File: src/mnc_pkg.sv
// ----------------------------------------------------------------------------
// mnc_pkg
// Shared types and codes for the mail notification client state machine.
// ----------------------------------------------------------------------------
package mnc_pkg;

    // Default length of the protocol time unit in seconds.
    localparam int unsigned UNIT_SECONDS_DEF = 180;

    // Commands carried by an input transaction.
    localparam logic [1:0] CMD_TICK   = 2'd0;
    localparam logic [1:0] CMD_PACKET = 2'd1;
    localparam logic [1:0] CMD_START  = 2'd2;
    localparam logic [1:0] CMD_END    = 2'd3;

    // Decoded kinds of received packets.
    localparam logic [2:0] PKT_QUIT_HUP   = 3'd0;
    localparam logic [2:0] PKT_QUIT       = 3'd1;
    localparam logic [2:0] PKT_REGISTERED = 3'd2;
    localparam logic [2:0] PKT_REFUSED    = 3'd3;
    localparam logic [2:0] PKT_STATUS     = 3'd4;
    localparam logic [2:0] PKT_BAD_STATUS = 3'd5;

    // Packets to send.
    localparam logic [1:0] SEND_NONE = 2'd0;
    localparam logic [1:0] SEND_REQ  = 2'd1;
    localparam logic [1:0] SEND_KEEP = 2'd2;
    localparam logic [1:0] SEND_QUIT = 2'd3;

    // Link states.
    localparam logic [2:0] ST_IDLE    = 3'd0;
    localparam logic [2:0] ST_HUP     = 3'd1;
    localparam logic [2:0] ST_WAITREG = 3'd2;
    localparam logic [2:0] ST_CONN    = 3'd3;
    localparam logic [2:0] ST_STATUS  = 3'd4;

    typedef struct packed {
        logic [1:0]  command;
        logic [2:0]  packet_kind;
        logic [15:0] interval_secs;
        logic [31:0] box_size;
        logic [31:0] box_date;
        logic [15:0] random_value;
    } evt_item_t;

    typedef struct packed {
        logic [1:0] send_kind;
        logic       mail_present;
        logic       new_mail_bell;
        logic [2:0] link_state;
        logic       timer_running;
    } res_item_t;

endpackage

File: src/mail_notify_client_fsm.sv
// ----------------------------------------------------------------------------
// mail_notify_client_fsm
// Client side of a UDP mail notification keep-alive protocol, one event per
// transaction, one result transaction per event.
// ----------------------------------------------------------------------------
//
//  Channel | Handshake            | Payload            | Role
//  --------+----------------------+--------------------+---------------------
//  evt     | evt_valid/evt_ready  | evt_data (evt_item_t) | tick, packet, start, end
//  res     | res_valid/res_ready  | res_data (res_item_t) | packet to send, status
//
// An event transaction is held in the input register, where the
// quotient estimates for the two random backoff remainders are already
// registered, and is then resolved against the protocol state in a single
// pass into the result register. Throughput is one transaction per cycle
// while res is not stalled. The rate is set by the protocol state update,
// which is a single combinational pass.
// Reset (rst_n low, asynchronous) clears the link state, timers, mailbox
// history and both pipeline valid flags. A stall on res holds the result
// register and then the input register; evt_ready falls only when both are full.
// ----------------------------------------------------------------------------
module mail_notify_client_fsm
    import mnc_pkg::*;
#(
    parameter int unsigned UNIT_SECONDS = UNIT_SECONDS_DEF
)
(
    input  logic      clk,
    input  logic      rst_n,
    input  logic      evt_valid,
    output logic      evt_ready,
    input  evt_item_t evt_data,
    output logic      res_valid,
    input  logic      res_ready,
    output res_item_t res_data
);

    // Divisors for the two randomized waits and their reciprocals, scaled by
    // two to the 32nd power. The smaller divisor is at least two for any
    // legal time unit, so both reciprocals fit in 32 bits.
    localparam int unsigned DIV_SHORT_INT = UNIT_SECONDS * 2 / 3;
    localparam logic [15:0] DIV_LONG      = 16'(UNIT_SECONDS);
    localparam logic [15:0] DIV_SHORT     = 16'(DIV_SHORT_INT);
    localparam logic [31:0] RECIP_LONG    = 32'((64'd1 << 32) / UNIT_SECONDS);
    localparam logic [31:0] RECIP_SHORT   = 32'((64'd1 << 32) / DIV_SHORT_INT);
    localparam logic [15:0] WAIT_REQ      = 16'(UNIT_SECONDS);
    localparam logic [15:0] WAIT_BACKOFF  = 16'(2 * UNIT_SECONDS);
    localparam logic [15:0] STATUS_LIMIT  = 16'(5 * UNIT_SECONDS);

    // Input register.
    logic        stg_valid_reg;
    evt_item_t   stg_item_reg;
    logic [15:0] stg_qlong_reg;
    logic [15:0] stg_qshort_reg;

    // Result register.
    logic        res_valid_reg;
    res_item_t   res_item_reg;

    // Protocol state.
    logic [2:0]  proto_state_reg, proto_state_next;
    logic [15:0] wait_left_reg, wait_left_next;
    logic        wait_active_reg, wait_active_next;
    logic [15:0] since_status_reg, since_status_next;
    logic [15:0] server_interval_reg, server_interval_next;
    logic [31:0] prev_size_reg, prev_size_next;
    logic [31:0] prev_date_reg, prev_date_next;
    logic        mail_flag_reg, mail_flag_next;
    logic [1:0]  send_next;
    logic        bell_next;

    logic        advance;
    logic [47:0] prod_long;
    logic [47:0] prod_short;
    logic [15:0] rem_long;
    logic [15:0] rem_short;
    logic [15:0] rest_long;
    logic [15:0] rest_short;
    logic [15:0] backoff_long;

    // Handshake: the input register moves on whenever the result register is
    // empty or being emptied in this cycle.
    assign advance   = stg_valid_reg && (!res_valid_reg || res_ready);
    assign evt_ready = !stg_valid_reg || advance;
    assign res_valid = res_valid_reg;
    assign res_data  = res_item_reg;

    // Quotient estimates from reciprocal multiplication, taken at the input.
    // Each estimate is the true quotient or one less.
    assign prod_long  = 48'(evt_data.random_value) * 48'(RECIP_LONG);
    assign prod_short = 48'(evt_data.random_value) * 48'(RECIP_SHORT);

    // Remainders: subtract the quotient times the divisor and correct once.
    always_comb
    begin
        rest_long  = stg_item_reg.random_value - 16'(32'(stg_qlong_reg) * 32'(DIV_LONG));
        rest_short = stg_item_reg.random_value
                   - 16'(32'(stg_qshort_reg) * 32'(DIV_SHORT));
        rem_long   = (rest_long >= DIV_LONG) ? (rest_long - DIV_LONG) : rest_long;
        rem_short  = (rest_short >= DIV_SHORT) ? (rest_short - DIV_SHORT) : rest_short;
        backoff_long = WAIT_BACKOFF + rem_long;
    end

    // One pass of the protocol for the transaction in the input register.
    always_comb
    begin
        logic        watched;
        logic [15:0] limit;
        logic [15:0] since_inc;
        logic [15:0] wait_dec;
        logic        is_status;
        logic        valid_status;

        proto_state_next     = proto_state_reg;
        wait_left_next       = wait_left_reg;
        wait_active_next     = wait_active_reg;
        since_status_next    = since_status_reg;
        server_interval_next = server_interval_reg;
        prev_size_next       = prev_size_reg;
        prev_date_next       = prev_date_reg;
        mail_flag_next       = mail_flag_reg;
        send_next            = SEND_NONE;
        bell_next            = 1'b0;

        watched   = (proto_state_reg == ST_CONN) || (proto_state_reg == ST_STATUS);
        limit     = (proto_state_reg == ST_CONN) ? server_interval_reg : STATUS_LIMIT;
        since_inc = (since_status_reg == 16'hFFFF) ? since_status_reg
                                                   : since_status_reg + 16'd1;
        wait_dec  = (wait_left_reg == 16'd0) ? wait_left_reg : wait_left_reg - 16'd1;
        is_status    = (stg_item_reg.packet_kind == PKT_STATUS)
                    || (stg_item_reg.packet_kind == PKT_BAD_STATUS);
        valid_status = stg_item_reg.packet_kind == PKT_STATUS;

        case (stg_item_reg.command)
            CMD_TICK:
            begin
                since_status_next = since_inc;
                if (watched && since_inc >= limit)
                begin
                    // Watchdog: no status for too long, register again.
                    send_next        = SEND_REQ;
                    proto_state_next = ST_WAITREG;
                    wait_left_next   = WAIT_REQ;
                    wait_active_next = 1'b1;
                end
                else if (wait_active_reg)
                begin
                    wait_left_next = wait_dec;
                    if (wait_dec == 16'd0)
                    begin
                        case (proto_state_reg)
                            ST_HUP, ST_WAITREG, ST_CONN:
                            begin
                                send_next        = SEND_REQ;
                                proto_state_next = ST_WAITREG;
                                wait_left_next   = WAIT_REQ;
                                wait_active_next = 1'b1;
                            end
                            ST_STATUS:
                            begin
                                send_next         = SEND_KEEP;
                                proto_state_next  = ST_CONN;
                                wait_left_next    = server_interval_reg;
                                wait_active_next  = 1'b1;
                                since_status_next = 16'd0;
                            end
                            default:
                            begin
                                wait_active_next = 1'b0;
                            end
                        endcase
                    end
                end
            end
            CMD_PACKET:
            begin
                if (stg_item_reg.packet_kind == PKT_QUIT_HUP)
                begin
                    proto_state_next = ST_HUP;
                    wait_left_next   = backoff_long;
                    wait_active_next = 1'b1;
                    mail_flag_next   = 1'b0;
                end
                else if (stg_item_reg.packet_kind == PKT_QUIT)
                begin
                    proto_state_next = ST_IDLE;
                    wait_active_next = 1'b0;
                    mail_flag_next   = 1'b0;
                end
                else
                begin
                    if (is_status && valid_status
                        && (proto_state_reg == ST_CONN || proto_state_reg == ST_STATUS))
                    begin
                        bell_next = (stg_item_reg.box_size > prev_size_reg)
                                 || (stg_item_reg.box_size != 32'd0
                                     && stg_item_reg.box_date > prev_date_reg);
                        mail_flag_next = stg_item_reg.box_size != 32'd0;
                        prev_size_next = stg_item_reg.box_size;
                        prev_date_next = stg_item_reg.box_date;
                    end
                    case (proto_state_reg)
                        ST_WAITREG:
                        begin
                            if (stg_item_reg.packet_kind == PKT_REGISTERED)
                            begin
                                server_interval_next = stg_item_reg.interval_secs;
                                proto_state_next     = ST_CONN;
                                wait_left_next       = backoff_long;
                                wait_active_next     = 1'b1;
                                since_status_next    = 16'd0;
                            end
                            else if (stg_item_reg.packet_kind == PKT_REFUSED)
                            begin
                                proto_state_next = ST_IDLE;
                            end
                        end
                        ST_CONN:
                        begin
                            if (is_status)
                            begin
                                if (valid_status)
                                begin
                                    since_status_next = 16'd0;
                                end
                                proto_state_next = ST_STATUS;
                                wait_left_next   = rem_short;
                                wait_active_next = 1'b1;
                            end
                        end
                        ST_STATUS:
                        begin
                            if (is_status)
                            begin
                                send_next         = SEND_KEEP;
                                proto_state_next  = ST_CONN;
                                wait_left_next    = server_interval_reg;
                                wait_active_next  = 1'b1;
                                since_status_next = 16'd0;
                            end
                        end
                        default:
                        begin
                        end
                    endcase
                end
            end
            CMD_START:
            begin
                send_next        = SEND_REQ;
                proto_state_next = ST_WAITREG;
                wait_left_next   = WAIT_REQ;
                wait_active_next = 1'b1;
            end
            default:
            begin
                if (proto_state_reg == ST_CONN || proto_state_reg == ST_STATUS)
                begin
                    send_next = SEND_QUIT;
                end
                proto_state_next = ST_IDLE;
                mail_flag_next   = 1'b0;
                wait_active_next = 1'b0;
            end
        endcase
    end

    // Control and protocol state.
    always_ff @(posedge clk or negedge rst_n)
    begin
        if (!rst_n)
        begin
            stg_valid_reg       <= 1'b0;
            res_valid_reg       <= 1'b0;
            proto_state_reg     <= ST_IDLE;
            wait_left_reg       <= 16'd0;
            wait_active_reg     <= 1'b0;
            since_status_reg    <= 16'd0;
            server_interval_reg <= 16'd0;
            prev_size_reg       <= 32'd0;
            prev_date_reg       <= 32'd0;
            mail_flag_reg       <= 1'b0;
        end
        else
        begin
            if (evt_ready)
            begin
                stg_valid_reg <= evt_valid;
            end
            if (advance)
            begin
                res_valid_reg       <= 1'b1;
                proto_state_reg     <= proto_state_next;
                wait_left_reg       <= wait_left_next;
                wait_active_reg     <= wait_active_next;
                since_status_reg    <= since_status_next;
                server_interval_reg <= server_interval_next;
                prev_size_reg       <= prev_size_next;
                prev_date_reg       <= prev_date_next;
                mail_flag_reg       <= mail_flag_next;
            end
            else if (res_ready)
            begin
                res_valid_reg <= 1'b0;
            end
        end
    end

    // Payload registers.
    always_ff @(posedge clk)
    begin
        if (evt_ready && evt_valid)
        begin
            stg_item_reg   <= evt_data;
            stg_qlong_reg  <= prod_long[47:32];
            stg_qshort_reg <= prod_short[47:32];
        end
        if (advance)
        begin
            res_item_reg.send_kind     <= send_next;
            res_item_reg.mail_present  <= mail_flag_next;
            res_item_reg.new_mail_bell <= bell_next;
            res_item_reg.link_state    <= proto_state_next;
            res_item_reg.timer_running <= wait_active_next;
        end
    end

`ifndef ASSERT_OFF
    // An end command always leaves the link idle with the timer stopped.
    a_end_goes_idle: assert property (@(posedge clk) disable iff (!rst_n)
        advance && stg_item_reg.command == CMD_END
        |=> res_item_reg.link_state == ST_IDLE && !res_item_reg.timer_running)
        else $error("end command did not stop the link");

    // A bell can only ring when the mailbox is reported nonempty.
    a_bell_has_mail: assert property (@(posedge clk) disable iff (!rst_n)
        res_valid_reg && res_item_reg.new_mail_bell |-> res_item_reg.mail_present)
        else $error("bell without mail");

    // A request always waits for registration with the timer running.
    a_req_waits: assert property (@(posedge clk) disable iff (!rst_n)
        res_valid_reg && res_item_reg.send_kind == SEND_REQ
        |-> res_item_reg.link_state == ST_WAITREG && res_item_reg.timer_running)
        else $error("request sent outside registration wait");

    // A keep-alive always lands in the connected state.
    a_keep_conn: assert property (@(posedge clk) disable iff (!rst_n)
        res_valid_reg && res_item_reg.send_kind == SEND_KEEP
        |-> res_item_reg.link_state == ST_CONN && res_item_reg.timer_running)
        else $error("keep-alive outside connected state");

    // The result register is reported exactly as the state was left.
    a_state_match: assert property (@(posedge clk) disable iff (!rst_n)
        advance |=> res_item_reg.link_state == proto_state_reg
                 && res_item_reg.timer_running == wait_active_reg)
        else $error("result does not match protocol state");
`endif

endmodule

File: config.mk
export PLATFORM = sky130hd
export DESIGN_NAME = mail_notify_client_fsm
export DESIGN_NICKNAME = d
export VERILOG_FILES = /design/src/mnc_pkg.sv /design/src/mail_notify_client_fsm.sv
export SDC_FILE = /design/constraint.sdc
export NUM_CORES = 1
export LEC_CHECK = 0
export ABC_AREA = 1
export ABC_CLOCK_PERIOD_IN_PS = 5250
export BUFFER_PORTS_ARGS = -buffer_cell sky130_fd_sc_hd__buf_2
export CAP_MARGIN = 10
export CORE_ASPECT_RATIO = 0.7
export CORE_UTILIZATION = 39
export DETAILED_ROUTE_END_ITERATION = 10
export HOLD_SLACK_MARGIN = 0.06
export PLACE_DENSITY = 0.62
export SLEW_MARGIN = 10
export SYNTH_ARGS = -nofsm -noshare
export SYNTH_HDL_FRONTEND = slang
export SYNTH_SLANG_ARGS = --single-unit
File: constraint.sdc
create_clock -name clk -period 5.25 [get_ports clk]
set_clock_uncertainty 0.1 [all_clocks]
set_input_delay 0 -clock clk [delete_from_list [all_inputs] [get_ports clk]]
set_output_delay 0 -clock clk [all_outputs]
set_load 0.01 [all_outputs]
==> impl_metrics.yaml <==
outcome:
  status: "finished with violations"
  violations: "negative setup slack"
floorplan:
  fp.dieH_microns: 206
  dieArea_sq_um: 60500
  initial_core_util: 0.396
  rows: 74
  core_area_sq_um: 58500
  die_w_microns: 294
  ios: 115
critical_path:
  crit_path_end_kind: "flop"
  regToRegSetupSlack_ps: -360
  worstPathRequired_ps: 5600
  arrival_ps: 5960
  crit_fanout: 5
  critPathMostFrequentCell: "buf_4"
  r2r-start: "stg_qlong_reg[3]$_DFFE_PP_"
  path_class: "reg2reg"
  cp-start-kind: "flop"
  slowest_delay_ps: 540
  rr_worst_depth: 33
  cpMaxStageDelayCell: "fa_1"
  timing.rr.end: "wait_left_reg[13]$_DFFE_PN0P_"
timing:
  drv_slew: 0
  slew_headroom: 0.185
  final.period_utilization: 1.07
  fmax_mhz: 178
  period_minus_slack_ps: 5610
  setup_ws_ps: -362
  worst_pin_slew_ps: 1220
  finalSetupViolCount: 13
  tns_ps: -3040
  hold_viol: 0
  rsz0062_at_grt: "true"
place:
  dp.cells: 3703
  gp_congestion: 0.932
  dp_hpwl_microns: 48800
  place_ws_ps: -383
  numPortBuffers: 114
finish:
  post-route-util: 0.496
  nNetsFinal: 3740
  mostFrequentLayoutCell: "inv_1"
  fill_cells: 5503
  mostFrequentLayoutCells: "474 x inv_1, 434 x nand2_1, 354 x ha_1"
  area_growth_pct: 25.0
  fin_cells: 3963
  largest_reg_flops: 101
  final_layout_size_suffix_gt1_frac: 0.153
global_routing:
  grt_util_all_layers: 0.207
  antenna_found_initial: 2
  overflow: 0
  grt_pass1_wl_microns: 101000
  grt_pass1_vias: 19700
  grt_max_degree: 68
logic_synthesis:
  synth_edf_count: 128
  ys_warn_count: 0
  synth_top_cell_by_area: "ha_1"
  synth.distinct_cells: 62
  synth-seq-area-share: 0.294
  syn_inst: 2706
  synth.avg_cell_area_sq_um: 8.57
  syn_nets: 3302
  synthTopCellsByArea: "ha_1 20%, edfxtp_1 17%, dfrtp_1 13%"
  async_flop_share: 0.482
  syn_area_sq_um: 23200
  ys_seq_elements: 247
  yosysTopAreaCellShare: 0.195
  synth_flop_cell: "edfxtp_1"
clock_network:
  cts_tree: "built"
  clockRootBuffer: "clkbuf_16"
  max-clock-path-buffers: 3
  numCtsBuffers: 26
  htree_levels: 1
  clock_latency_ps: 560
  clk_pin_slew_ps: 70
  cts.sink_count: 247
hold_path:
  holdPathEnd: "stg_item_reg[37]$_DFFE_PP_"
  hp-start: "evt_data[37]"
  hp-class: "in2reg"
  whs_path_depth: 2
detailed_routing:
  num_vias: 20100
  drc: 0
  dr.pass1.iters: 5
  avgViaCountPerCell: 5.07
  drt_iter0_drc: 1362
  wl_per_cell_microns: 15.9
  wl_microns: 63200
  ant_nets: 0
job:
  drv_cap: 0
## worst max-delay path: cells and delay by family, from the launching register on
kind	cells	cell delay (ps)
buf+inv	9	980
xor+xnor	2	350
fa+ha+maj	5	1890
compound gates	3	380
flops	1	500
simple gates	14	1290
## stage by stage
stage,instance area [sq um],hold slack [ps]
after global placement,25600,-207
after global routing,29000,68.5
after floorplan,23200,-396
after CTS,28600,60.5
final,29000,67.5
after detailed placement,25600,-201
## cell families (layout without fill, tap and decap cells)
| kind of cell | Yosys count | after routing | share of synthesized area |
|---|---|---|---|
| flops | 247 | 247 | 0.294 |
| buf+inv | 526 | 983 | 0.0868 |
| xor+xnor | 82 | 82 | 0.0316 |
| simple gates | 917 | 918 | 0.173 |
| mux | 8 | 8 | 0.00388 |
| other cells | 0 | 1 | 0 |
| fa+ha+maj | 491 | 491 | 0.307 |
| compound gates | 435 | 435 | 0.104 |
## routing by layer
layer | share of wire | wire length, microns | vias up | global-route usage
met2 | 0.43 | 27000 | 537 | 0.312
met3 | 0.062 | 3920 | 83 | 0.0322
met5 | 0.00017 | 11 | - | 0
met1 | 0.49 | 31100 | 9614 | 0.312
met4 | 0.017 | 1070 | 2 | 0.0398
li1 | - | - | 9858 | -
## cell type report
type	count	area (sq um)	area share
tap	798	998	0.0344
inverter	492	1860	0.0640
clock buffer	28	658	0.0227
timing repair buffer	442	3530	0.122
antenna	1	2.50	0.0000863
timing repair inverter	1	5.00	0.000173
clock inverter	20	166	0.00574
multi-input combinational	1934	15000	0.516
sequential	247	6820	0.235
## worst max path at each step
stage                                         end                        from  cells past startpoint  slack, ps
detailed placement  wait_left_reg[12]$_DFFE_PN0P_  stg_qlong_reg[3]$_DFFE_PP_                     35       -380
finish              wait_left_reg[13]$_DFFE_PN0P_  stg_qlong_reg[3]$_DFFE_PP_                     33       -360
CTS                 wait_left_reg[12]$_DFFE_PN0P_  stg_qlong_reg[3]$_DFFE_PP_                     36       -300
global placement    wait_left_reg[13]$_DFFE_PN0P_  stg_qlong_reg[1]$_DFFE_PP_                     37       -340
global route        wait_left_reg[15]$_DFFE_PN0P_  stg_qlong_reg[3]$_DFFE_PP_                     34       -690
floorplan           wait_left_reg[13]$_DFFE_PN0P_  stg_qlong_reg[1]$_DFFE_PP_                     38        0.7
## synth_stat cells (all sizes together) (4+ instances only)
library cell,count
nand2,492
inv,490
ha,362
nor2,181
a21oi,177
o21ai,174
nand3,134
fa,129
edfxtp,128
dfrtp,119
xor2,62
nor3,38
nand4,36
clkbuf,26
xnor2,20
nor4,15
o211ai,12
a31oi,10
o21a,10
a21o,9
buf,8
mux2,8
nand3b,8
o221ai,8
o21bai,7
or2,7
o31ai,5
a221oi,4
## timing repair
item | 4_1_cts | 5_1_grt
setup buffers | 13 | 14
gates resized for setup | 69 | 74
cloned | 1 | 1
hold endpoints to repair | 273 | 0
hold buffers | 182 | 0
endpoints found under the setup margin | 14 | 23
pin swaps | 68 | 51
Power is not shown: default switching activity piles up to over one toggle a cycle in this logic, so the estimate is an artifact.
